## src/design/owts_pkg.sv

```systemverilog
// shared types and constants for the one-wire temperature read sequencer
package owts_pkg;

  typedef enum logic [1:0] {
    OP_START   = 2'd0,
    OP_RST_RSP = 2'd1,
    OP_BYTE    = 2'd2,
    OP_DONE    = 2'd3
  } op_t;

  typedef enum logic [2:0] {
    KIND_RESET  = 3'd0,
    KIND_WRITE  = 3'd1,
    KIND_WAIT   = 3'd2,
    KIND_READ   = 3'd3,
    KIND_REPORT = 3'd4
  } kind_t;

  typedef enum logic [1:0] {
    ST_FOUND      = 2'd0,
    ST_NOT_FOUND  = 2'd1,
    ST_READ_ERROR = 2'd2
  } status_t;

  typedef enum logic [3:0] {
    PH_IDLE    = 4'd0,
    PH_RESET1  = 4'd1,
    PH_SKIP1   = 4'd2,
    PH_CONVERT = 4'd3,
    PH_WAITING = 4'd4,
    PH_RESET2  = 4'd5,
    PH_SKIP2   = 4'd6,
    PH_READCMD = 4'd7,
    PH_READING = 4'd8
  } phase_t;

  localparam logic [7:0]  CMD_SKIP_ROM   = 8'hCC;
  localparam logic [7:0]  CMD_CONVERT    = 8'h44;
  localparam logic [7:0]  CMD_READ_PAD   = 8'hBE;
  localparam logic [7:0]  CRC_POLY       = 8'h8C;
  localparam logic [15:0] WAIT_MS_RESET  = 16'd750;

  typedef struct packed {
    kind_t              kind;
    logic [7:0]         pin;
    logic [7:0]         wdata;
    logic [15:0]        delay_ms;
    status_t            status;
    logic signed [15:0] temp;
  } res_t;

endpackage

```

## src/design/owts_crc8.sv

```systemverilog
// one byte step of the reflected crc-8 over polynomial 0x8c
module owts_crc8 (
  input  logic [7:0] crc_in,
  input  logic [7:0] data,
  output logic [7:0] crc_out
);

  always_comb begin
    logic [7:0] c;
    logic [7:0] d;
    c = crc_in;
    d = data;
    for (int b = 0; b < 8; b++) begin
      if ((c[0] ^ d[0]) == 1'b1) begin
        c = (c >> 1) ^ owts_pkg::CRC_POLY;
      end else begin
        c = c >> 1;
      end
      d = d >> 1;
    end
    crc_out = c;
  end

endmodule

```

## src/design/owts_seq.sv

```systemverilog
// read sequence state machine: phase, byte count, crc and temperature bytes
module owts_seq #(
  parameter int SCRATCH_BYTES = 9
) (
  input  logic               clk,
  input  logic               rst_n,
  input  logic               cfg_we,
  input  logic [15:0]        cfg_wdata,
  input  logic               go,
  input  owts_pkg::op_t      op,
  input  logic               presence,
  input  logic [7:0]         read_data,
  input  logic [7:0]         pin,
  output logic               res_vld,
  output owts_pkg::res_t     res
);

  localparam int IDX_W = $clog2(SCRATCH_BYTES);
  localparam logic [IDX_W-1:0] LAST_IDX = IDX_W'(SCRATCH_BYTES - 1);

  owts_pkg::phase_t phase_r, phase_nxt;
  logic [IDX_W-1:0] idx_r, idx_nxt;
  logic [7:0]       crc_r, crc_nxt;
  logic [7:0]       t_lo_r, t_lo_nxt;
  logic [7:0]       t_hi_r, t_hi_nxt;
  logic [7:0]       pin_r, pin_nxt;
  logic [15:0]      wait_ms_r;
  logic [7:0]       crc_step;

  owts_crc8 u_crc (
    .crc_in  (crc_r),
    .data    (read_data),
    .crc_out (crc_step)
  );

  always_ff @(posedge clk) begin
    if (!rst_n) begin
      phase_r   <= owts_pkg::PH_IDLE;
      idx_r     <= '0;
      crc_r     <= '0;
      pin_r     <= '0;
      wait_ms_r <= owts_pkg::WAIT_MS_RESET;
    end else begin
      phase_r <= phase_nxt;
      idx_r   <= idx_nxt;
      crc_r   <= crc_nxt;
      pin_r   <= pin_nxt;
      if (cfg_we) begin
        wait_ms_r <= cfg_wdata;
      end
    end
  end

  always_ff @(posedge clk) begin
    t_lo_r <= t_lo_nxt;
    t_hi_r <= t_hi_nxt;
  end

  always_comb begin
    phase_nxt = phase_r;
    idx_nxt   = idx_r;
    crc_nxt   = crc_r;
    t_lo_nxt  = t_lo_r;
    t_hi_nxt  = t_hi_r;
    pin_nxt   = pin_r;
    res_vld   = 1'b0;
    res       = '0;
    if (go) begin
      case (phase_r)
        owts_pkg::PH_IDLE: begin
          if (op == owts_pkg::OP_START) begin
            pin_nxt   = pin;
            phase_nxt = owts_pkg::PH_RESET1;
            res_vld   = 1'b1;
            res.kind  = owts_pkg::KIND_RESET;
          end
        end
        owts_pkg::PH_RESET1, owts_pkg::PH_RESET2: begin
          if (op == owts_pkg::OP_RST_RSP) begin
            res_vld = 1'b1;
            if (!presence) begin
              phase_nxt  = owts_pkg::PH_IDLE;
              res.kind   = owts_pkg::KIND_REPORT;
              res.status = (phase_r == owts_pkg::PH_RESET1) ?
                           owts_pkg::ST_NOT_FOUND : owts_pkg::ST_READ_ERROR;
            end else begin
              phase_nxt = (phase_r == owts_pkg::PH_RESET1) ?
                          owts_pkg::PH_SKIP1 : owts_pkg::PH_SKIP2;
              res.kind  = owts_pkg::KIND_WRITE;
              res.wdata = owts_pkg::CMD_SKIP_ROM;
            end
          end
        end
        owts_pkg::PH_SKIP1: begin
          if (op == owts_pkg::OP_DONE) begin
            phase_nxt = owts_pkg::PH_CONVERT;
            res_vld   = 1'b1;
            res.kind  = owts_pkg::KIND_WRITE;
            res.wdata = owts_pkg::CMD_CONVERT;
          end
        end
        owts_pkg::PH_CONVERT: begin
          if (op == owts_pkg::OP_DONE) begin
            phase_nxt    = owts_pkg::PH_WAITING;
            res_vld      = 1'b1;
            res.kind     = owts_pkg::KIND_WAIT;
            res.delay_ms = wait_ms_r;
          end
        end
        owts_pkg::PH_WAITING: begin
          if (op == owts_pkg::OP_DONE) begin
            phase_nxt = owts_pkg::PH_RESET2;
            res_vld   = 1'b1;
            res.kind  = owts_pkg::KIND_RESET;
          end
        end
        owts_pkg::PH_SKIP2: begin
          if (op == owts_pkg::OP_DONE) begin
            phase_nxt = owts_pkg::PH_READCMD;
            res_vld   = 1'b1;
            res.kind  = owts_pkg::KIND_WRITE;
            res.wdata = owts_pkg::CMD_READ_PAD;
          end
        end
        owts_pkg::PH_READCMD: begin
          if (op == owts_pkg::OP_DONE) begin
            idx_nxt   = '0;
            crc_nxt   = '0;
            phase_nxt = owts_pkg::PH_READING;
            res_vld   = 1'b1;
            res.kind  = owts_pkg::KIND_READ;
          end
        end
        owts_pkg::PH_READING: begin
          if (op == owts_pkg::OP_BYTE) begin
            res_vld = 1'b1;
            if (idx_r != LAST_IDX) begin
              if (idx_r == IDX_W'(0)) begin
                t_lo_nxt = read_data;
              end
              if (idx_r == IDX_W'(1)) begin
                t_hi_nxt = read_data;
              end
              crc_nxt  = crc_step;
              idx_nxt  = idx_r + IDX_W'(1);
              res.kind = owts_pkg::KIND_READ;
            end else begin
              // last byte carries the crc of all earlier ones
              phase_nxt = owts_pkg::PH_IDLE;
              idx_nxt   = '0;
              res.kind  = owts_pkg::KIND_REPORT;
              if (crc_r != read_data) begin
                res.status = owts_pkg::ST_READ_ERROR;
              end else begin
                res.status = owts_pkg::ST_FOUND;
                res.temp   = {t_hi_r, t_lo_r};
              end
            end
          end
        end
        default: begin
          phase_nxt = phase_r;
        end
      endcase
    end
    res.pin = pin_nxt;
  end

  a_report_to_idle: assert property (@(posedge clk) disable iff (!rst_n)
    (res_vld && res.kind == owts_pkg::KIND_REPORT) |=> phase_r == owts_pkg::PH_IDLE)
    else $error("report did not return the sequence to idle");

  a_idx_only_reading: assert property (@(posedge clk) disable iff (!rst_n)
    (phase_r != owts_pkg::PH_READING) |-> idx_r == '0)
    else $error("byte index left nonzero outside the read phase");

  a_found_needs_crc: assert property (@(posedge clk) disable iff (!rst_n)
    (res_vld && res.kind == owts_pkg::KIND_REPORT && res.status == owts_pkg::ST_FOUND)
      |-> crc_r == read_data)
    else $error("found report without matching crc");

endmodule

```

## src/design/owts_out_buf.sv

```systemverilog
// result register with a skid stage so the input side keeps flowing
module owts_out_buf (
  input  logic           clk,
  input  logic           rst_n,
  input  logic           push,
  input  owts_pkg::res_t push_data,
  output logic           full,
  output logic           out_vld,
  output owts_pkg::res_t out_data,
  input  logic           out_stall
);

  logic           out_vld_r, out_vld_nxt;
  logic           skd_vld_r, skd_vld_nxt;
  owts_pkg::res_t out_r, out_nxt;
  owts_pkg::res_t skd_r, skd_nxt;
  logic           take;

  assign take     = out_vld_r && !out_stall;
  assign full     = skd_vld_r;
  assign out_vld  = out_vld_r;
  assign out_data = out_r;

  always_comb begin
    out_vld_nxt = out_vld_r;
    skd_vld_nxt = skd_vld_r;
    out_nxt     = out_r;
    skd_nxt     = skd_r;
    if (take) begin
      if (skd_vld_r) begin
        out_nxt     = skd_r;
        skd_vld_nxt = 1'b0;
      end else begin
        out_vld_nxt = push;
        out_nxt     = push_data;
      end
    end else if (!out_vld_r) begin
      out_vld_nxt = push;
      out_nxt     = push_data;
    end else if (push) begin
      skd_vld_nxt = 1'b1;
      skd_nxt     = push_data;
    end
  end

  always_ff @(posedge clk) begin
    if (!rst_n) begin
      out_vld_r <= 1'b0;
      skd_vld_r <= 1'b0;
    end else begin
      out_vld_r <= out_vld_nxt;
      skd_vld_r <= skd_vld_nxt;
    end
  end

  always_ff @(posedge clk) begin
    out_r <= out_nxt;
    skd_r <= skd_nxt;
  end

  a_skid_behind_out: assert property (@(posedge clk) disable iff (!rst_n)
    skd_vld_r |-> out_vld_r)
    else $error("skid holds a result while the output register is empty");

  a_no_push_when_full: assert property (@(posedge clk) disable iff (!rst_n)
    push |-> !skd_vld_r)
    else $error("result pushed into a full buffer");

endmodule

```

## src/design/onewire_temp_sensor_read_sequencer_top.sv

```systemverilog
// One-wire temperature sensor read sequencer. A start request begins a read; each bus
// response request then yields the next bus command (reset, skip-rom, convert, wait,
// reset, skip-rom, read scratchpad, byte reads) and finally a report with the raw
// temperature in sixteenths of a degree or an error status. Requests that do not fit
// the current phase are dropped without a result. One request is taken every cycle unless
// in_stall holds it; a request is held in the input register until the sequencer takes
// it, and its result is registered in the output register or its skid stage.
// in_stall rises only while both the result register and its skid stage hold results
// that the consumer has not taken. cfg_we writes the wait time and is meant to be used
// only while no read is in flight.
module onewire_temp_sensor_read_sequencer_top #(
  parameter int SCRATCH_BYTES = 9
) (
  input  logic               clk,
  input  logic               rst_n,
  input  logic               cfg_we,
  input  logic [15:0]        cfg_wdata,
  input  logic               in_valid,
  output logic               in_stall,
  input  logic [1:0]         in_op,
  input  logic               in_presence,
  input  logic [7:0]         in_read_data,
  input  logic [7:0]         in_pin,
  output logic               out_valid,
  input  logic               out_stall,
  output logic [2:0]         out_cmd_kind,
  output logic [7:0]         out_cmd_pin,
  output logic [7:0]         out_write_data,
  output logic [15:0]        out_delay_ms,
  output logic [1:0]         out_status_code,
  output logic signed [15:0] out_temp_sixteenths
);

  logic           a_vld_r, a_vld_nxt;
  logic [1:0]     a_op_r;
  logic           a_pres_r;
  logic [7:0]     a_data_r;
  logic [7:0]     a_pin_r;
  logic           a_go;
  logic           in_acc;
  logic           buf_full;
  logic           res_vld;
  owts_pkg::res_t res;
  owts_pkg::res_t out_res;

  assign a_go      = a_vld_r && !buf_full;
  assign in_stall  = a_vld_r && buf_full;
  assign in_acc    = in_valid && !in_stall;
  assign a_vld_nxt = in_acc || (a_vld_r && !a_go);

  always_ff @(posedge clk) begin
    if (!rst_n) begin
      a_vld_r <= 1'b0;
    end else begin
      a_vld_r <= a_vld_nxt;
    end
  end

  always_ff @(posedge clk) begin
    if (in_acc) begin
      a_op_r   <= in_op;
      a_pres_r <= in_presence;
      a_data_r <= in_read_data;
      a_pin_r  <= in_pin;
    end
  end

  owts_seq #(
    .SCRATCH_BYTES (SCRATCH_BYTES)
  ) u_seq (
    .clk       (clk),
    .rst_n     (rst_n),
    .cfg_we    (cfg_we),
    .cfg_wdata (cfg_wdata),
    .go        (a_go),
    .op        (owts_pkg::op_t'(a_op_r)),
    .presence  (a_pres_r),
    .read_data (a_data_r),
    .pin       (a_pin_r),
    .res_vld   (res_vld),
    .res       (res)
  );

  owts_out_buf u_buf (
    .clk       (clk),
    .rst_n     (rst_n),
    .push      (res_vld),
    .push_data (res),
    .full      (buf_full),
    .out_vld   (out_valid),
    .out_data  (out_res),
    .out_stall (out_stall)
  );

  assign out_cmd_kind        = out_res.kind;
  assign out_cmd_pin         = out_res.pin;
  assign out_write_data      = out_res.wdata;
  assign out_delay_ms        = out_res.delay_ms;
  assign out_status_code     = out_res.status;
  assign out_temp_sixteenths = out_res.temp;

endmodule
```

## config.mk

```make
export PLATFORM = sky130hd
export DESIGN_NAME = onewire_temp_sensor_read_sequencer_top
export DESIGN_NICKNAME = d
export VERILOG_FILES = /design/src/design/owts_pkg.sv /design/src/design/owts_crc8.sv /design/src/design/owts_seq.sv /design/src/design/owts_out_buf.sv /design/src/design/onewire_temp_sensor_read_sequencer_top.sv
export SDC_FILE = /design/constraint.sdc
export NUM_CORES = 1
export LEC_CHECK = 0
export ABC_AREA = 1
export BUFFER_PORTS_ARGS = -buffer_cell sky130_fd_sc_hd__buf_2
export CORE_MARGIN = 3
export CORE_UTILIZATION = 25
export DETAILED_ROUTE_END_ITERATION = 8
export RECOVER_POWER = 50
export SYNTH_ARGS = -nofsm -noshare
export SYNTH_HDL_FRONTEND = slang
export SYNTH_SLANG_ARGS = --single-unit
export TNS_END_PERCENT = 50
```

## constraint.sdc

```tcl
create_clock -name clk -period 5.1 [get_ports clk]
set_clock_uncertainty 0.2 [all_clocks]
set_input_delay 0.765 -clock clk [delete_from_list [all_inputs] [get_ports clk]]
set_output_delay 0.765 -clock clk [all_outputs]
set_load 0.01 [all_outputs]
```

==> results.yml <==
global_routing:
  grt_pass1_vias: 4885
  grt_first_pass_wirelength_um: 25300
  grt_max_degree: 57
  grt_usage_pct: 10.2
  gr-total-overflow: 0
  antenna_found_initial: 3
layout:
  layout-drive-gt1-share_pct: 12.8
  final_nets: 836
  diodes: 0
  syn2layout_area_growth_pct: 18.5
  multiInputGateArea_um2: 2010
  fillers: 2953
  seqCellArea_um2: 4850
die:
  boundaryPins: 95
  die-area_um2: 31200
  die_h_um: 177
  row_count: 61
  die_w_um: 177
  coreArea_um2: 28200
  start_util_pct: 25.8
critical_path:
  startpoint_type: "register"
  worstRegToRegCells: 9
  crit_type: "reg2reg"
  cp-end-kind: "register"
  r2r_setup_slack_ns: 2.26
  required_ns: 4.98
  worstPathArrival_ns: 2.72
  timing.rr.start: "u_seq.phase_r[0]"
  cp_max_fo: 28
  r2r-end: "u_buf.skd_r[51]"
synth:
  synth_xor_area_share_pct: 1.32
  yosys.area_share.simple_pct: 19.8
  synth_edf_count: 133
  synthArstFlopShare_pct: 0
  postSynthAreaPerCell_um2: 10.4
  netlist_area_um2: 7290
  ys.warnings.count: 0
  synth_top_family_by_area: "simple AND/OR/NAND/NOR gates"
  ys_types: 38
  yosysSeqAreaShare_pct: 66.6
  synth_cells: 701
  synth_adder_area_share_pct: 0.515
  synthMuxAreaShare_pct: 0
  yosys_register_bits: 176
  synth-compound-area-share_pct: 5.82
  synth_nets: 744
  synth_flop_cell: "edfxtp_1"
cts:
  cts.sinks: 176
  cts_tree: "done"
  cts_buffers: 17
  ctsRootBufferMaster: "clkbuf_16"
  post_cts_buffers: 0
  postCtsHoldBufs: 0
  htreeDepth: 4
  cts.clk_slew.worst_paths_ns: 0.07
  cts_resized: 0
  cts_buffer_depth: 2
  clk_latency_ns: 0.43
route:
  drtIter0Drc: 323
  drt_wl_total_um: 15600
  vias: 4866
  ant_nets: 0
  wl_per_cell_um: 13.2
  drc_errors: 0
  dr.pass1.iters: 5
  viasPerCell: 4.11
timing:
  post-route-min-period_ns: 2.84
  slew_headroom_pct: 19.9
  report.final.slew_viol_count: 0
  grt_setup_unrepaired: "no"
  worstMarginPinSlew_ns: 1.20
  fin_crit_sh_pct: 55.8
  hold_violations: 0
  final-setup-viol-count: 0
  setup_tns_ns: 0
  fmax_mhz: 352
pwr:
  power_mw: 3.01
  powerDensity_nw_per_um2: 349
  leakage_nw: 3.54
  vdd_drop_max_mv: 0.173
outcome:
  status: "complete, no violations"
place:
  dpl.hpwl_um: 11100
  port_buffers: 93
  gp_congestion: 0.853
min_path:
  hold_path_end: "u_seq.wait_ms_r[9]"
  min_from: "u_seq.wait_ms_r[9]"
  holdCritPathClass: "reg2reg"
  hold_depth: 2
run:
  max-cap-violations: 0
per-stage QoR:
step / area (um2) / instances / setup WS [ns] / hold WS, ns / utilization, %
3_3_place_gp: 8140 / 1152 / 2.13 / 0.248 / 28.8
4_1_cts: 8730 / 1184 / 2.19 / 0.264 / 30.9
2_1_floorplan: 7290 / 701 / 0.386 / 0.230 / -
5_1_grt: 8640 / 1184 / 1.98 / 0.286 / 30.6
6_report: 8640 / 1184 / 2.26 / 0.262 / 30.6
3_5_place_dp: 8140 / 1152 / 2.10 / 0.245 / 28.8
placed cells by master (no fill, tap or decap), types with 2 or more instances in the layout:
cell,n
a21oi_1,19
clkbuf_16,17
nand3_1,39
nand3_2,2
edfxtp_1,133
nor3_1,5
nand2_1,193
buf_4,3
xor2_1,6
inv_8,2
clkbuf_1,59
nand2_2,6
inv_2,5
clkinv_4,2
xnor2_1,5
dfxtp_1,43
nor2_8,2
nor2_4,3
nand2_4,4
o21ai_1,27
o21ai_0,24
inv_1,72
clkbuf_8,3
nor2_1,66
buf_2,35
inv_4,4
or2_2,2
a21o_1,2
nor2_2,3
inv_6,3
nand4_1,3
ha_1,3
state kept, by name, indices dropped and copies added (netlist names), 8 cells and up:
signal / cells
a_pin_r: 8
u_seq.crc_r: 8
u_seq.t_lo_r: 8
u_seq.pin_r: 8
u_seq.wait_ms_r: 16
a_data_r: 8
u_buf.skd_r: 49
u_seq.t_hi_r: 8
u_buf.out_data: 49
critical path: stages (launching register included):
cell	delay [ns]
dfxtp_1	0.42
inv_1	0.11
nor3_1	0.31
inv_2	0.06
nor2_1	0.12
inv_1	0.07
nand3_1	0.08
nand2_1	0.11
nor2_4	0.51
buf_4	0.47
layer usage:
layer / GRT usage [%] / share of wire, % / vias to the layer above / wire length (um)
li1: - / - / 2493 / -
met1: 12.9 / 46 / 2239 / 7220
met5: 0 / 0.18 / - / 28
met4: 3.96 / 1.5 / 6 / 233
met3: 2.53 / 4.5 / 23 / 699
met2: 17.0 / 48 / 105 / 7450
synthesized netlist by cell type, types with 2 or more instances:
cell | count | area [um2]
a21o_1 | 2 | 15.0
a21oi_1 | 19 | 95.1
buf_2 | 7 | 35.0
buf_4 | 5 | 37.5
buf_6 | 2 | 22.5
clkbuf_1 | 9 | 33.8
dfxtp_1 | 43 | 861
edfxtp_1 | 133 | 3990
ha_1 | 3 | 37.5
inv_1 | 72 | 270
inv_2 | 5 | 18.8
nand2_1 | 194 | 728
nand2_2 | 5 | 31.3
nand2_4 | 4 | 45.0
nand3_1 | 39 | 195
nand3_2 | 2 | 20.0
nand4_1 | 3 | 18.8
nor2_1 | 66 | 248
nor2_2 | 5 | 31.3
nor2_8 | 2 | 40.0
nor3_1 | 3 | 15.0
nor3_2 | 3 | 30.0
o21ai_0 | 24 | 120
o21ai_1 | 27 | 135
or2_2 | 2 | 12.5
xnor2_1 | 5 | 43.8
xor2_1 | 6 | 52.6
report_power, final:
group / internal (mW) / leakage, nW / switching [mW]
Sequential: 1.57 / 1.72 / 0.0215
Clock: 0.724 / 0.296 / 0.558
Combinational: 0.0472 / 1.52 / 0.0951
final cells by class:
type	count	share of cell area, %
repair buffers	97	4.85
multi-input cells	423	23.3
well taps	378	5.48
flip-flops and latches	176	56.2
clock buffers	20	5.40
inverters	78	3.42
clock inverters	12	1.39
worst max-delay path by stage:
stage | from | endpoint | slack (ns)
6_report | u_seq.phase_r[0] | u_buf.skd_r[51] | 2.26
5_1_grt | u_seq.phase_r[0] | u_buf.skd_r[21] | 1.98
4_1_cts | u_buf.full | u_buf.skd_r[33] | 2.19
3_5_place_dp | out_stall | u_buf.skd_r[23] | 2.10
3_3_place_gp | out_stall | u_buf.skd_r[21] | 2.13
2_1_floorplan | out_stall | u_buf.skd_r[0] | 0.39
kinds of logic after synthesis:
logic type	count (synthesis)
flip-flops	176
AO/OA/AOI/OAI	78
buffers and inverters	102
other	1
AND/OR/NAND/NOR	330
adder cells (fa/ha/maj)	3
XOR/XNOR	11
No activity file was read; power rests on OpenSTA's default activity.
